**config.mk**
```make
export PLATFORM = sky130hd
export DESIGN_NAME = cartridge_bank_mapper_tile_latch
export DESIGN_NICKNAME = d
export VERILOG_FILES = /design/src/rtl/cbm_pkg.sv /design/src/rtl/cbm_mod.sv /design/src/rtl/cbm_ctrl.sv /design/src/rtl/cbm_datapath.sv /design/src/rtl/cartridge_bank_mapper_tile_latch.sv
export SDC_FILE = /design/constraint.sdc
export NUM_CORES = 1
export LEC_CHECK = 0
export ABC_AREA = 1
export BUFFER_PORTS_ARGS = -buffer_cell sky130_fd_sc_hd__clkbuf_2
export CORE_ASPECT_RATIO = 1.75
export CORE_UTILIZATION = 30
export CTS_BUF_LIST = sky130_fd_sc_hd__clkbuf_16
export CTS_CLUSTER_SIZE = 20
export DETAILED_ROUTE_END_ITERATION = 7
export GPL_TIMING_DRIVEN = 0
export PLACE_DENSITY = 0.59
export SYNTH_ARGS = -nofsm -noshare
export SYNTH_HDL_FRONTEND = slang
export SYNTH_HIERARCHICAL = 1
export SYNTH_SLANG_ARGS = --single-unit
```
**constraint.sdc**
```tcl
create_clock -name clk -period 7.4 [get_ports clk]
set_input_delay 0.37 -clock clk [delete_from_list [all_inputs] [get_ports clk]]
set_output_delay 0.37 -clock clk [all_outputs]
set_load 0.05 [all_outputs]
```
**src/rtl/cbm_pkg.sv**
```systemverilog
`timescale 1ns / 1ps
// ----------------------------------------------------------------------------
// cbm_pkg
// Shared types, codes and helpers of the cartridge bank mapper.
// ----------------------------------------------------------------------------
package cbm_pkg;

    localparam int PRG_BANKS_MAX = 16;
    localparam int CHR_BANKS_MAX = 32;

    // remainder unit: dividend width and bits resolved per cycle
    localparam int MOD_W       = 6;
    localparam int MOD_CHUNK_W = 3;
    localparam int MOD_REM_W   = 5;

    // request types
    localparam logic [1:0] REQ_CPU_RD = 2'd0;
    localparam logic [1:0] REQ_CPU_WR = 2'd1;
    localparam logic [1:0] REQ_PPU_RD = 2'd2;
    localparam logic [1:0] REQ_PPU_WR = 2'd3;

    // memory targets
    localparam logic [2:0] TGT_NONE    = 3'd0;
    localparam logic [2:0] TGT_PRG_ROM = 3'd1;
    localparam logic [2:0] TGT_PRG_RAM = 3'd2;
    localparam logic [2:0] TGT_CHR_ROM = 3'd3;
    localparam logic [2:0] TGT_CHR_RAM = 3'd4;

    // mapper register selects, address bits 14:12
    localparam logic [2:0] MAP_PRG_SEL = 3'd2;
    localparam logic [2:0] MAP_LO_FD   = 3'd3;
    localparam logic [2:0] MAP_LO_FE   = 3'd4;
    localparam logic [2:0] MAP_HI_FD   = 3'd5;
    localparam logic [2:0] MAP_HI_FE   = 3'd6;
    localparam logic [2:0] MAP_MIRROR  = 3'd7;

    // tile triggers
    localparam logic [11:0] TILE_MASK = 12'hFF8;
    localparam logic [11:0] TILE_FD   = 12'hFD8;
    localparam logic [11:0] TILE_FE   = 12'hFE8;

    // configuration register indexes
    localparam logic [1:0] CFG_PRG_COUNT = 2'd0;
    localparam logic [1:0] CFG_CHR_COUNT = 2'd1;
    localparam logic [1:0] CFG_CHR_RAM   = 2'd2;

    localparam logic [4:0] PRG_COUNT_RST = 5'd1;
    localparam logic [5:0] CHR_COUNT_RST = 6'd2;

    typedef struct packed {
        logic [1:0]  req_type;
        logic [15:0] addr;
        logic [7:0]  write_data;
    } req_t;

    typedef struct packed {
        logic [2:0]  mem_target;
        logic [17:0] mem_addr;
        logic        mem_write;
        logic [7:0]  mem_wdata;
        logic        mirror_horizontal;
    } rsp_t;

    typedef struct packed {
        logic [4:0] prg_bank_count;
        logic [5:0] chr_bank_count;
        logic       chr_is_ram;
    } cfg_t;

    typedef struct packed {
        logic load;
        logic first;
        logic commit;
    } cmd_t;

    function automatic logic [4:0] eff_prg(input logic [4:0] n);
        logic [4:0] r;
        if (n == 5'd0)
            r = 5'd1;
        else if (n > 5'(PRG_BANKS_MAX))
            r = 5'(PRG_BANKS_MAX);
        else
            r = n;
        return r;
    endfunction

    function automatic logic [5:0] eff_chr(input logic [5:0] n);
        logic [5:0] r;
        if (n == 6'd0)
            r = 6'd1;
        else if (n > 6'(CHR_BANKS_MAX))
            r = 6'(CHR_BANKS_MAX);
        else
            r = n;
        return r;
    endfunction

endpackage

```
**src/rtl/cbm_mod.sv**
```systemverilog
`timescale 1ns / 1ps
// ----------------------------------------------------------------------------
// cbm_mod
// Iterative restoring remainder unit, three dividend bits per cycle.
// ----------------------------------------------------------------------------
module cbm_mod
(
    input  logic                          clk,
    input  logic                          first,
    input  logic [cbm_pkg::MOD_W-1:0]     dividend,
    input  logic [cbm_pkg::MOD_W-1:0]     divisor,
    output logic [cbm_pkg::MOD_REM_W-1:0] remainder
);

    logic [cbm_pkg::MOD_REM_W-1:0]   partial_reg;
    logic [cbm_pkg::MOD_CHUNK_W-1:0] chunk;
    logic [cbm_pkg::MOD_REM_W-1:0]   r_work;
    logic [cbm_pkg::MOD_W-1:0]       r_shift;

    always_comb
    begin
        chunk  = first ? dividend[cbm_pkg::MOD_W-1:cbm_pkg::MOD_CHUNK_W]
                       : dividend[cbm_pkg::MOD_CHUNK_W-1:0];
        r_work = first ? '0 : partial_reg;
        r_shift = '0;
        for (int i = cbm_pkg::MOD_CHUNK_W - 1; i >= 0; i--)
        begin
            r_shift = {r_work, chunk[i]};
            if (r_shift >= divisor)
                r_shift = r_shift - divisor;
            r_work = r_shift[cbm_pkg::MOD_REM_W-1:0];
        end
        remainder = r_work;
    end

    always_ff @(posedge clk)
    begin
        if (first)
            partial_reg <= r_work;
    end

endmodule

```
**src/rtl/cbm_ctrl.sv**
```systemverilog
`timescale 1ns / 1ps
// ----------------------------------------------------------------------------
// cbm_ctrl
// Access sequencer: takes a transfer, steps the remainder unit, commits.
// ----------------------------------------------------------------------------
module cbm_ctrl
(
    input  logic          clk,
    input  logic          rst_n,
    input  logic          req_valid,
    output logic          req_stall,
    output logic          rsp_valid,
    input  logic          rsp_stall,
    output cbm_pkg::cmd_t cmd
);

    typedef enum logic [1:0] {
        ST_IDLE,
        ST_STEP_HI,
        ST_STEP_LO
    } state_t;

    state_t state_reg;
    state_t state_next;
    logic   rsp_valid_reg;
    logic   rsp_valid_next;
    logic   out_free;
    logic   commit;
    logic   accept;

    always_comb
    begin
        out_free  = !rsp_valid_reg || !rsp_stall;
        commit    = (state_reg == ST_STEP_LO) && out_free;
        req_stall = !((state_reg == ST_IDLE) || commit);
        accept    = req_valid && !req_stall;

        state_next = state_reg;
        unique case (state_reg)
            ST_IDLE:
            begin
                if (accept)
                    state_next = ST_STEP_HI;
            end
            ST_STEP_HI:
                state_next = ST_STEP_LO;
            ST_STEP_LO:
            begin
                if (commit)
                    state_next = accept ? ST_STEP_HI : ST_IDLE;
            end
            default:
                state_next = ST_IDLE;
        endcase

        if (commit)
            rsp_valid_next = 1'b1;
        else if (!rsp_stall)
            rsp_valid_next = 1'b0;
        else
            rsp_valid_next = rsp_valid_reg;

        cmd.load   = accept;
        cmd.first  = (state_reg == ST_STEP_HI);
        cmd.commit = commit;
    end

    always_ff @(posedge clk or negedge rst_n)
    begin
        if (!rst_n)
        begin
            state_reg     <= ST_IDLE;
            rsp_valid_reg <= 1'b0;
        end
        else
        begin
            state_reg     <= state_next;
            rsp_valid_reg <= rsp_valid_next;
        end
    end

    assign rsp_valid = rsp_valid_reg;

endmodule

```
**src/rtl/cbm_datapath.sv**
```systemverilog
`timescale 1ns / 1ps
// ----------------------------------------------------------------------------
// cbm_datapath
// Bank registers, tile latches, address decode and result register.
// ----------------------------------------------------------------------------
module cbm_datapath
(
    input  logic          clk,
    input  logic          rst_n,
    input  cbm_pkg::cmd_t cmd,
    input  cbm_pkg::cfg_t cfg,
    input  cbm_pkg::req_t req_data,
    output cbm_pkg::rsp_t rsp_data
);

    cbm_pkg::req_t item_reg;
    cbm_pkg::rsp_t rsp_reg;
    cbm_pkg::rsp_t rsp_next;

    logic [3:0] prg_sel_reg;
    logic [3:0] prg_sel_next;
    logic [4:0] lo_fd_reg;
    logic [4:0] lo_fd_next;
    logic [4:0] lo_fe_reg;
    logic [4:0] lo_fe_next;
    logic [4:0] hi_fd_reg;
    logic [4:0] hi_fd_next;
    logic [4:0] hi_fe_reg;
    logic [4:0] hi_fe_next;
    logic       latch_lo_reg;
    logic       latch_lo_next;
    logic       latch_hi_reg;
    logic       latch_hi_next;
    logic       mirror_reg;
    logic       mirror_next;

    logic [4:0]  pcount;
    logic [5:0]  ccount;
    logic [4:0]  chr_bank;
    logic [3:0]  prg_bank;
    logic [cbm_pkg::MOD_W-1:0]     dividend;
    logic [cbm_pkg::MOD_W-1:0]     divisor;
    logic [cbm_pkg::MOD_REM_W-1:0] remainder;
    logic [15:0] a;
    logic [7:0]  d;
    logic [11:0] tile;
    logic        chr_hit;
    logic        latch_upd;

    cbm_mod u_mod
    (
        .clk       (clk),
        .first     (cmd.first),
        .dividend  (dividend),
        .divisor   (divisor),
        .remainder (remainder)
    );

    always_comb
    begin
        a      = item_reg.addr;
        d      = item_reg.write_data;
        tile   = a[11:0] & cbm_pkg::TILE_MASK;
        pcount = cbm_pkg::eff_prg(cfg.prg_bank_count);
        ccount = cbm_pkg::eff_chr(cfg.chr_bank_count);

        if (a[12])
            chr_bank = latch_hi_reg ? hi_fe_reg : hi_fd_reg;
        else
            chr_bank = latch_lo_reg ? lo_fe_reg : lo_fd_reg;

        prg_bank = (a[15:14] == 2'b10) ? prg_sel_reg : 4'(pcount - 5'd1);

        case (item_reg.req_type)
            cbm_pkg::REQ_CPU_RD:
            begin
                dividend = cbm_pkg::MOD_W'(prg_bank);
                divisor  = cbm_pkg::MOD_W'(pcount);
            end
            cbm_pkg::REQ_CPU_WR:
            begin
                dividend = cbm_pkg::MOD_W'(d[3:0]);
                divisor  = cbm_pkg::MOD_W'(pcount);
            end
            default:
            begin
                dividend = cbm_pkg::MOD_W'(chr_bank);
                divisor  = ccount;
            end
        endcase
    end

    always_comb
    begin
        prg_sel_next  = prg_sel_reg;
        lo_fd_next    = lo_fd_reg;
        lo_fe_next    = lo_fe_reg;
        hi_fd_next    = hi_fd_reg;
        hi_fe_next    = hi_fe_reg;
        latch_lo_next = latch_lo_reg;
        latch_hi_next = latch_hi_reg;
        mirror_next   = mirror_reg;
        chr_hit       = 1'b0;
        latch_upd     = 1'b0;

        rsp_next.mem_target = cbm_pkg::TGT_NONE;
        rsp_next.mem_addr   = '0;
        rsp_next.mem_write  = 1'b0;

        case (item_reg.req_type)
            cbm_pkg::REQ_CPU_RD:
            begin
                if (a[15])
                begin
                    rsp_next.mem_target = cbm_pkg::TGT_PRG_ROM;
                    rsp_next.mem_addr   = {remainder[3:0], a[13:0]};
                end
                else if (a[14:13] == 2'b11)
                begin
                    rsp_next.mem_target = cbm_pkg::TGT_PRG_RAM;
                    rsp_next.mem_addr   = {5'd0, a[12:0]};
                end
            end
            cbm_pkg::REQ_CPU_WR:
            begin
                if (a[15] && (a[14] || a[13]))
                begin
                    unique case (a[14:12])
                        cbm_pkg::MAP_PRG_SEL: prg_sel_next = remainder[3:0];
                        cbm_pkg::MAP_LO_FD:   lo_fd_next   = d[4:0];
                        cbm_pkg::MAP_LO_FE:   lo_fe_next   = d[4:0];
                        cbm_pkg::MAP_HI_FD:   hi_fd_next   = d[4:0];
                        cbm_pkg::MAP_HI_FE:   hi_fe_next   = d[4:0];
                        cbm_pkg::MAP_MIRROR:  mirror_next  = d[0];
                        default:              mirror_next  = mirror_reg;
                    endcase
                end
                else if (a[15:13] == 3'b011)
                begin
                    rsp_next.mem_target = cbm_pkg::TGT_PRG_RAM;
                    rsp_next.mem_addr   = {5'd0, a[12:0]};
                    rsp_next.mem_write  = 1'b1;
                end
            end
            cbm_pkg::REQ_PPU_RD:
            begin
                if (a[15:13] == 3'b000)
                begin
                    chr_hit             = 1'b1;
                    latch_upd           = 1'b1;
                    rsp_next.mem_target = cfg.chr_is_ram ? cbm_pkg::TGT_CHR_RAM
                                                         : cbm_pkg::TGT_CHR_ROM;
                end
            end
            default:
            begin
                if ((a[15:13] == 3'b000) && cfg.chr_is_ram)
                begin
                    chr_hit             = 1'b1;
                    latch_upd           = 1'b1;
                    rsp_next.mem_target = cbm_pkg::TGT_CHR_RAM;
                    rsp_next.mem_write  = 1'b1;
                end
            end
        endcase

        if (chr_hit)
            rsp_next.mem_addr = {1'b0, remainder, a[11:0]};

        if (latch_upd)
        begin
            if (a[12])
            begin
                if (tile == cbm_pkg::TILE_FD)
                    latch_hi_next = 1'b0;
                else if (tile == cbm_pkg::TILE_FE)
                    latch_hi_next = 1'b1;
            end
            else
            begin
                if (tile == cbm_pkg::TILE_FD)
                    latch_lo_next = 1'b0;
                else if (tile == cbm_pkg::TILE_FE)
                    latch_lo_next = 1'b1;
            end
        end

        rsp_next.mem_wdata         = rsp_next.mem_write ? d : 8'd0;
        rsp_next.mirror_horizontal = mirror_next;
    end

    always_ff @(posedge clk or negedge rst_n)
    begin
        if (!rst_n)
        begin
            prg_sel_reg  <= '0;
            lo_fd_reg    <= '0;
            lo_fe_reg    <= '0;
            hi_fd_reg    <= '0;
            hi_fe_reg    <= '0;
            latch_lo_reg <= 1'b1;
            latch_hi_reg <= 1'b1;
            mirror_reg   <= 1'b0;
        end
        else if (cmd.commit)
        begin
            prg_sel_reg  <= prg_sel_next;
            lo_fd_reg    <= lo_fd_next;
            lo_fe_reg    <= lo_fe_next;
            hi_fd_reg    <= hi_fd_next;
            hi_fe_reg    <= hi_fe_next;
            latch_lo_reg <= latch_lo_next;
            latch_hi_reg <= latch_hi_next;
            mirror_reg   <= mirror_next;
        end
    end

    always_ff @(posedge clk)
    begin
        if (cmd.load)
            item_reg <= req_data;
        if (cmd.commit)
            rsp_reg <= rsp_next;
    end

    assign rsp_data = rsp_reg;

endmodule

```
**src/rtl/cartridge_bank_mapper_tile_latch.sv**
```systemverilog
`timescale 1ns / 1ps
// ----------------------------------------------------------------------------
// cartridge_bank_mapper_tile_latch
// Bank mapper with tile-triggered pattern latches and an APB register port.
// ----------------------------------------------------------------------------
// Each access steps a remainder unit that reduces the bank number modulo the
// bank count and resolves three bits per cycle. The next access is taken in
// the cycle its predecessor commits, so accesses overlap while the result side
// keeps up. A held result blocks the commit of the following access until the
// transfer completes. Bank registers, tile latches and mirroring update only
// at commit.
// ----------------------------------------------------------------------------
module cartridge_bank_mapper_tile_latch
(
    input  logic          clk,
    input  logic          rst_n,
    input  logic          psel,
    input  logic          penable,
    input  logic          pwrite,
    input  logic [3:0]    paddr,
    input  logic [31:0]   pwdata,
    output logic [31:0]   prdata,
    output logic          pready,
    input  logic          req_valid,
    output logic          req_stall,
    input  cbm_pkg::req_t req_data,
    output logic          rsp_valid,
    input  logic          rsp_stall,
    output cbm_pkg::rsp_t rsp_data
);

    logic [4:0]    prg_count_reg;
    logic [5:0]    chr_count_reg;
    logic          chr_ram_reg;
    logic          cfg_wr;
    cbm_pkg::cfg_t cfg;
    cbm_pkg::cmd_t cmd;

    assign pready = 1'b1;
    assign cfg_wr = psel && penable && pwrite && pready;

    always_ff @(posedge clk or negedge rst_n)
    begin
        if (!rst_n)
        begin
            prg_count_reg <= cbm_pkg::PRG_COUNT_RST;
            chr_count_reg <= cbm_pkg::CHR_COUNT_RST;
            chr_ram_reg   <= 1'b0;
        end
        else if (cfg_wr)
        begin
            unique case (paddr[3:2])
                cbm_pkg::CFG_PRG_COUNT: prg_count_reg <= pwdata[4:0];
                cbm_pkg::CFG_CHR_COUNT: chr_count_reg <= pwdata[5:0];
                cbm_pkg::CFG_CHR_RAM:   chr_ram_reg   <= pwdata[0];
                default:                chr_ram_reg   <= chr_ram_reg;
            endcase
        end
    end

    always_comb
    begin
        unique case (paddr[3:2])
            cbm_pkg::CFG_PRG_COUNT: prdata = {27'd0, prg_count_reg};
            cbm_pkg::CFG_CHR_COUNT: prdata = {26'd0, chr_count_reg};
            cbm_pkg::CFG_CHR_RAM:   prdata = {31'd0, chr_ram_reg};
            default:                prdata = 32'd0;
        endcase
    end

    assign cfg.prg_bank_count = prg_count_reg;
    assign cfg.chr_bank_count = chr_count_reg;
    assign cfg.chr_is_ram     = chr_ram_reg;

    cbm_ctrl u_ctrl
    (
        .clk       (clk),
        .rst_n     (rst_n),
        .req_valid (req_valid),
        .req_stall (req_stall),
        .rsp_valid (rsp_valid),
        .rsp_stall (rsp_stall),
        .cmd       (cmd)
    );

    cbm_datapath u_datapath
    (
        .clk      (clk),
        .rst_n    (rst_n),
        .cmd      (cmd),
        .cfg      (cfg),
        .req_data (req_data),
        .rsp_data (rsp_data)
    );

endmodule
```
======== Word-level counts from Yosys, hierarchy flattened ========
Cells that the tools add are included.
cells by class
  add/sub/neg operators ................... 4
  $lt $le $gt $ge ......................... 5
  equal/unequal tests ..................... 20
  mux-type cells .......................... 41
  bitwise logic cells ..................... 1
  reductions and logical operators ........ 32
operator list
  operator                                        number
  two-way mux 5 bit                               9
  two-way mux 21 bit                              2
  two-way mux 20 bit                              2
  case mux 18 bit (2 select lines)                1
  AND reduction 4 bit                             7
  == test 9 bit (second input constant)           2
  greater-or-equal comparator 6 bit               3
  two-way mux 6 bit                               3
  case mux 6 bit (3 select lines)                 1
  two-way mux 17 bit                              1
  subtractor 5 bit                                3
  == test 3 bit (second input constant)           4
  two-way mux 3 bit                               4
  == test 2 bit (second input constant)           5
  two-way mux 1 bit                               10
  case mux 5 bit (2 select lines)                 1
  == test 3 x 2 -> 1 bit (second input constant)  3
  case mux 3 bit (3 select lines)                 1
  AND reduction 2 bit                             4
  == test 2 x 1 -> 1 bit (second input constant)  3
  > comparator 6 bit (second input constant)      1
  logical AND 1 bit                               6
  logical NOT 2 bit                               3
  logical NOT 6 bit                               1
  other kinds (14)                                23
storage, ports and cells
  register bits ........................... 104
  input bits .............................. 69
  logic and storage cells ................. 126

======== Depth between registers and ports, before layout ========
  depth after elaboration ................. 16
  mapped depth ............................ 40
  depth with buffers taken out ............ 40

======== Modules after synthesis ========
The synthesis kept the hierarchy.
modules (own cells, without submodules)
  module                            times used  cells each  area an instance (µm²)  seq. area each (µm²)
  cbm_datapath                      1           334         3616.0                  2389.8
  cbm_mod                           1           156         1124.8                  150.1
  cartridge_bank_mapper_tile_latch  1           111         812.0                   302.8
  cbm_ctrl                          1           20          156.4                   75.1

======== Worst setup path after synthesis ========
No wires, ideal clock.
  path type ............................... register to register
  start ................................... register prg_count_reg[0]
  end ..................................... register u_datapath.rsp_reg, in the netlist u_datapath/rsp_data[22], data pin
  library setup time ...................... 152 ps
  arrival ................................. 5114 ps
  slack ................................... 2134 ps
  cell stages (with the launch flop) ...... 35
  cells stage by stage .................... dfstp_2 > nor2_1 > nand2_1 > nand2_1 > nand2_1 > ha_1 > inv_1 > nand3_1 > nand3_1 > nand2_1 > nand2_1 > o21a_1 > inv_1 > ha_1 > inv_1 > fa_1 > a21oi_1 > nor2_1 > nand2_2 > nand4_1 > nand2_1 > inv_1 > fa_1 > or3_4 > nand3_4 > nand2_1 > and2_1 > ha_1 > nand4_1 > or2_2 > nand3_1 > mux2i_1 > inv_1 > or2_1 > o21ai_0
RTL lines
  what                    RTL line                                text
  start, declared         cartridge_bank_mapper_tile_latch.sv:32  logic [4:0] prg_count_reg;
  start signal, assigned  cartridge_bank_mapper_tile_latch.sv:46  prg_count_reg <= cbm_pkg::PRG_COUNT_RST;
  start signal, assigned  cartridge_bank_mapper_tile_latch.sv:53  cbm_pkg::CFG_PRG_COUNT: prg_count_reg <= pwdata[4:0];
  end signal, assigned    cbm_datapath.sv:223                     rsp_reg <= rsp_next;
  end, declared           cbm_datapath.sv:17                      cbm_pkg::rsp_t rsp_reg;

==> results.ini <==
[job]
drv_cap = 0

[yosys]
synth_top_cell_area_share_pct = 32.6
ys.warnings.count = 6
synth-main-ff-cell = edfxtp_1
synth-seq-cells = 104
synth.distinct_cells = 49
netlist_instances = 621
yosysTopAreaCell = edfxtp_1
synth_area_leaders = edfxtp_1, dfrtp_1, nand2_1
synth_most_common_cell = nand2_1
synth-edff-count = 62
synth_seq_area_share_pct = 51.1
synthArstFlopShare_pct = 40.4
avgSynthCellArea_um2 = 9.19
netlist_top_cells_count = nand2_1, inv_1, edfxtp_1
netlist_area_mm2 = 0.00571

[detailed_routing]
routed_wl_mm = 13.1
wl_per_cell_um = 13.4
via_per_inst = 4.47
drc_errors = 0
num_vias = 4376
first_pass_iters = 4
initialDrtViolationCount = 144
ant_nets = 0

[clock_tree]
path_clk_slew_ns = 0.07
ctsRootBufferMaster = clkbuf_16
ctsHoldBuffers = 0
cts-resized-gates = 0
numCtsBuffers = 9
clk_path_buf_depth = 2
postCtsSetupBuffers = 0
cts_tree = built
cts.sinks = 104
insertion_delay_ns = 0.35
h-tree-depth = 3

[floorplanning]
die_h_um = 184
rows = 66
initial_core_util_pct = 30.7
core-area_mm2 = 0.0186
dieArea_mm2 = 0.0196
die_w_um = 106
io_pins = 135

[layout]
drive_gt1_share_pct = 24.8
antennaDiodeCount = 0
multi_input_area_mm2 = 0.00232
regArea_mm2 = 0.00292
fin_util_pct = 36.6
largest_register_ff_count = 31
nFillCells = 1924
syn_to_final_growth_pct = 19.0
layout.nets = 826

[timing]
rsz0062_at_grt = no
finalSetupViolations = 0
final-hold-violation-count = 0
fmax_ghz = 0.168
max-slew-margin-rel_pct = 27.1
finalSetupTns_ns = 0
worst_pin_slew_ns = 1.09
drv_slew = 0
layout_min_cycle_time_ns = 5.95
fin_skew_ns = 0.00938
worst_slack_ns = 1.45
period_share_pct = 80.4

[placement]
portBuffers = 79
place_ws_ns = 1.43
gp_congestion = 0.799
dpl.hpwl_mm = 10.3

[power_and_ir_drop]
ir_worst_vdd_mv = 0.291
power_density_mw_per_mm2 = 450
power.static_leakage_nw = 3.22
finalPower_mw = 3.06

[global_route]
track_usage_pct = 14.0
grt_pass1_wl_mm = 21.3
overflow = 0
grt_start_max_net_pins = 43
grt_pass1_vias = 4374
antenna_found_initial = 0

[worst_setup_path]
endpoint_kind = flip-flop
crit_arrival_ns = 6.04
start_kind = flip-flop
critPathMaxStageDelay_ns = 0.56
crit_top_cell = nand2_1
crit_slowest_cell = dfstp_2
critPathKind = reg -> reg
path_max_fanout = 7
cp_data_required_time_ns = 7.49

[min_path]
hp-class = in -> reg

[status]
status = finished, final reports clean

[worst max-delay path, delay by kind of cell, from the launching register on]
kind	cells	cell delay, ns
AOI/OAI and AO/OA	3	0.44
adders and majority gates	5	1.55
and+or+nand+nor	21	2.62
DFF	1	0.56
buffers and inverters	6	0.50
[layer usage]
metal,track usage [%],routed length [um]
met4,6.22,366
met1,14.5,5010
met2,27.2,7270
met5,0,0
met3,2.12,480
[final timing paths]
kind	slack, ns	cells after the start	end	startpoint
max	1.45	35	u_datapath/rsp_data[26]	prg_count_reg[0]
min	0.20	1	u_datapath/a[6]	req_data[14]
max reg2reg	1.45	35	u_datapath/rsp_data[26]	prg_count_reg[0]
min reg2reg	0.48	2	chr_count_reg[1]	chr_count_reg[1]
max in group asynchronous	6.50	1	u_datapath/mirror_reg	rst_n
min in group asynchronous	0.22	1	chr_count_reg[3]	rst_n
[metrics by stage]
stage | instances | cell area, um2 | hold WS [ns]
floorplan | 646 | 5800 | 0.0744
finish | 979 | 6790 | 0.197
detailed placement | 963 | 6500 | 0.471
CTS | 979 | 6790 | 0.185
global route | 979 | 6790 | 0.182
global placement | 963 | 6500 | 0.462
[cell type report]
class | instances | share of cell area [%]
clock inverter | 7 | 1.03
timing repair buffer | 79 | 5.82
buffer | 36 | 3.92
multi-input combinational | 429 | 34.2
sequential | 104 | 43.0
clock buffer | 9 | 3.32
tap | 238 | 4.38
inverter | 77 | 4.33
[power by group]
part / total (mW) / internal [mW] / switching, mW
sequential: 0.805 / 0.760 / 0.0455
combinational: 1.78 / 0.627 / 1.16
clock: 0.470 / 0.262 / 0.208
total: 3.06 / 1.65 / 1.41
[layout by cell type (no fill, tap or decap), types with 9 or more instances in the layout]
| master | n |
|---|---|
| nor2_2 | 18 |
| nand4_1 | 11 |
| dfrtp_1 | 38 |
| clkbuf_16 | 9 |
| inv_1 | 69 |
| clkbuf_2 | 79 |
| o22ai_1 | 9 |
| edfxtp_1 | 62 |
| nand2_1 | 166 |
| o21ai_0 | 33 |
| a21oi_1 | 12 |
| nor2_1 | 27 |
| conb_1 | 28 |
| ha_1 | 18 |
| buf_4 | 30 |
| nand3_1 | 30 |
| nand2_2 | 9 |
[logic make-up after synthesis]
group	share of synthesized area, %
AOI/OAI and AO/OA	9.01
and+or+nand+nor	23.1
DFF	51.1
buffers and inverters	9.82
other	0.197
muxes	0.526
adders and majority gates	5.00
xor gates and xnor gates	1.23
Power figures use the tool's default switching activity.
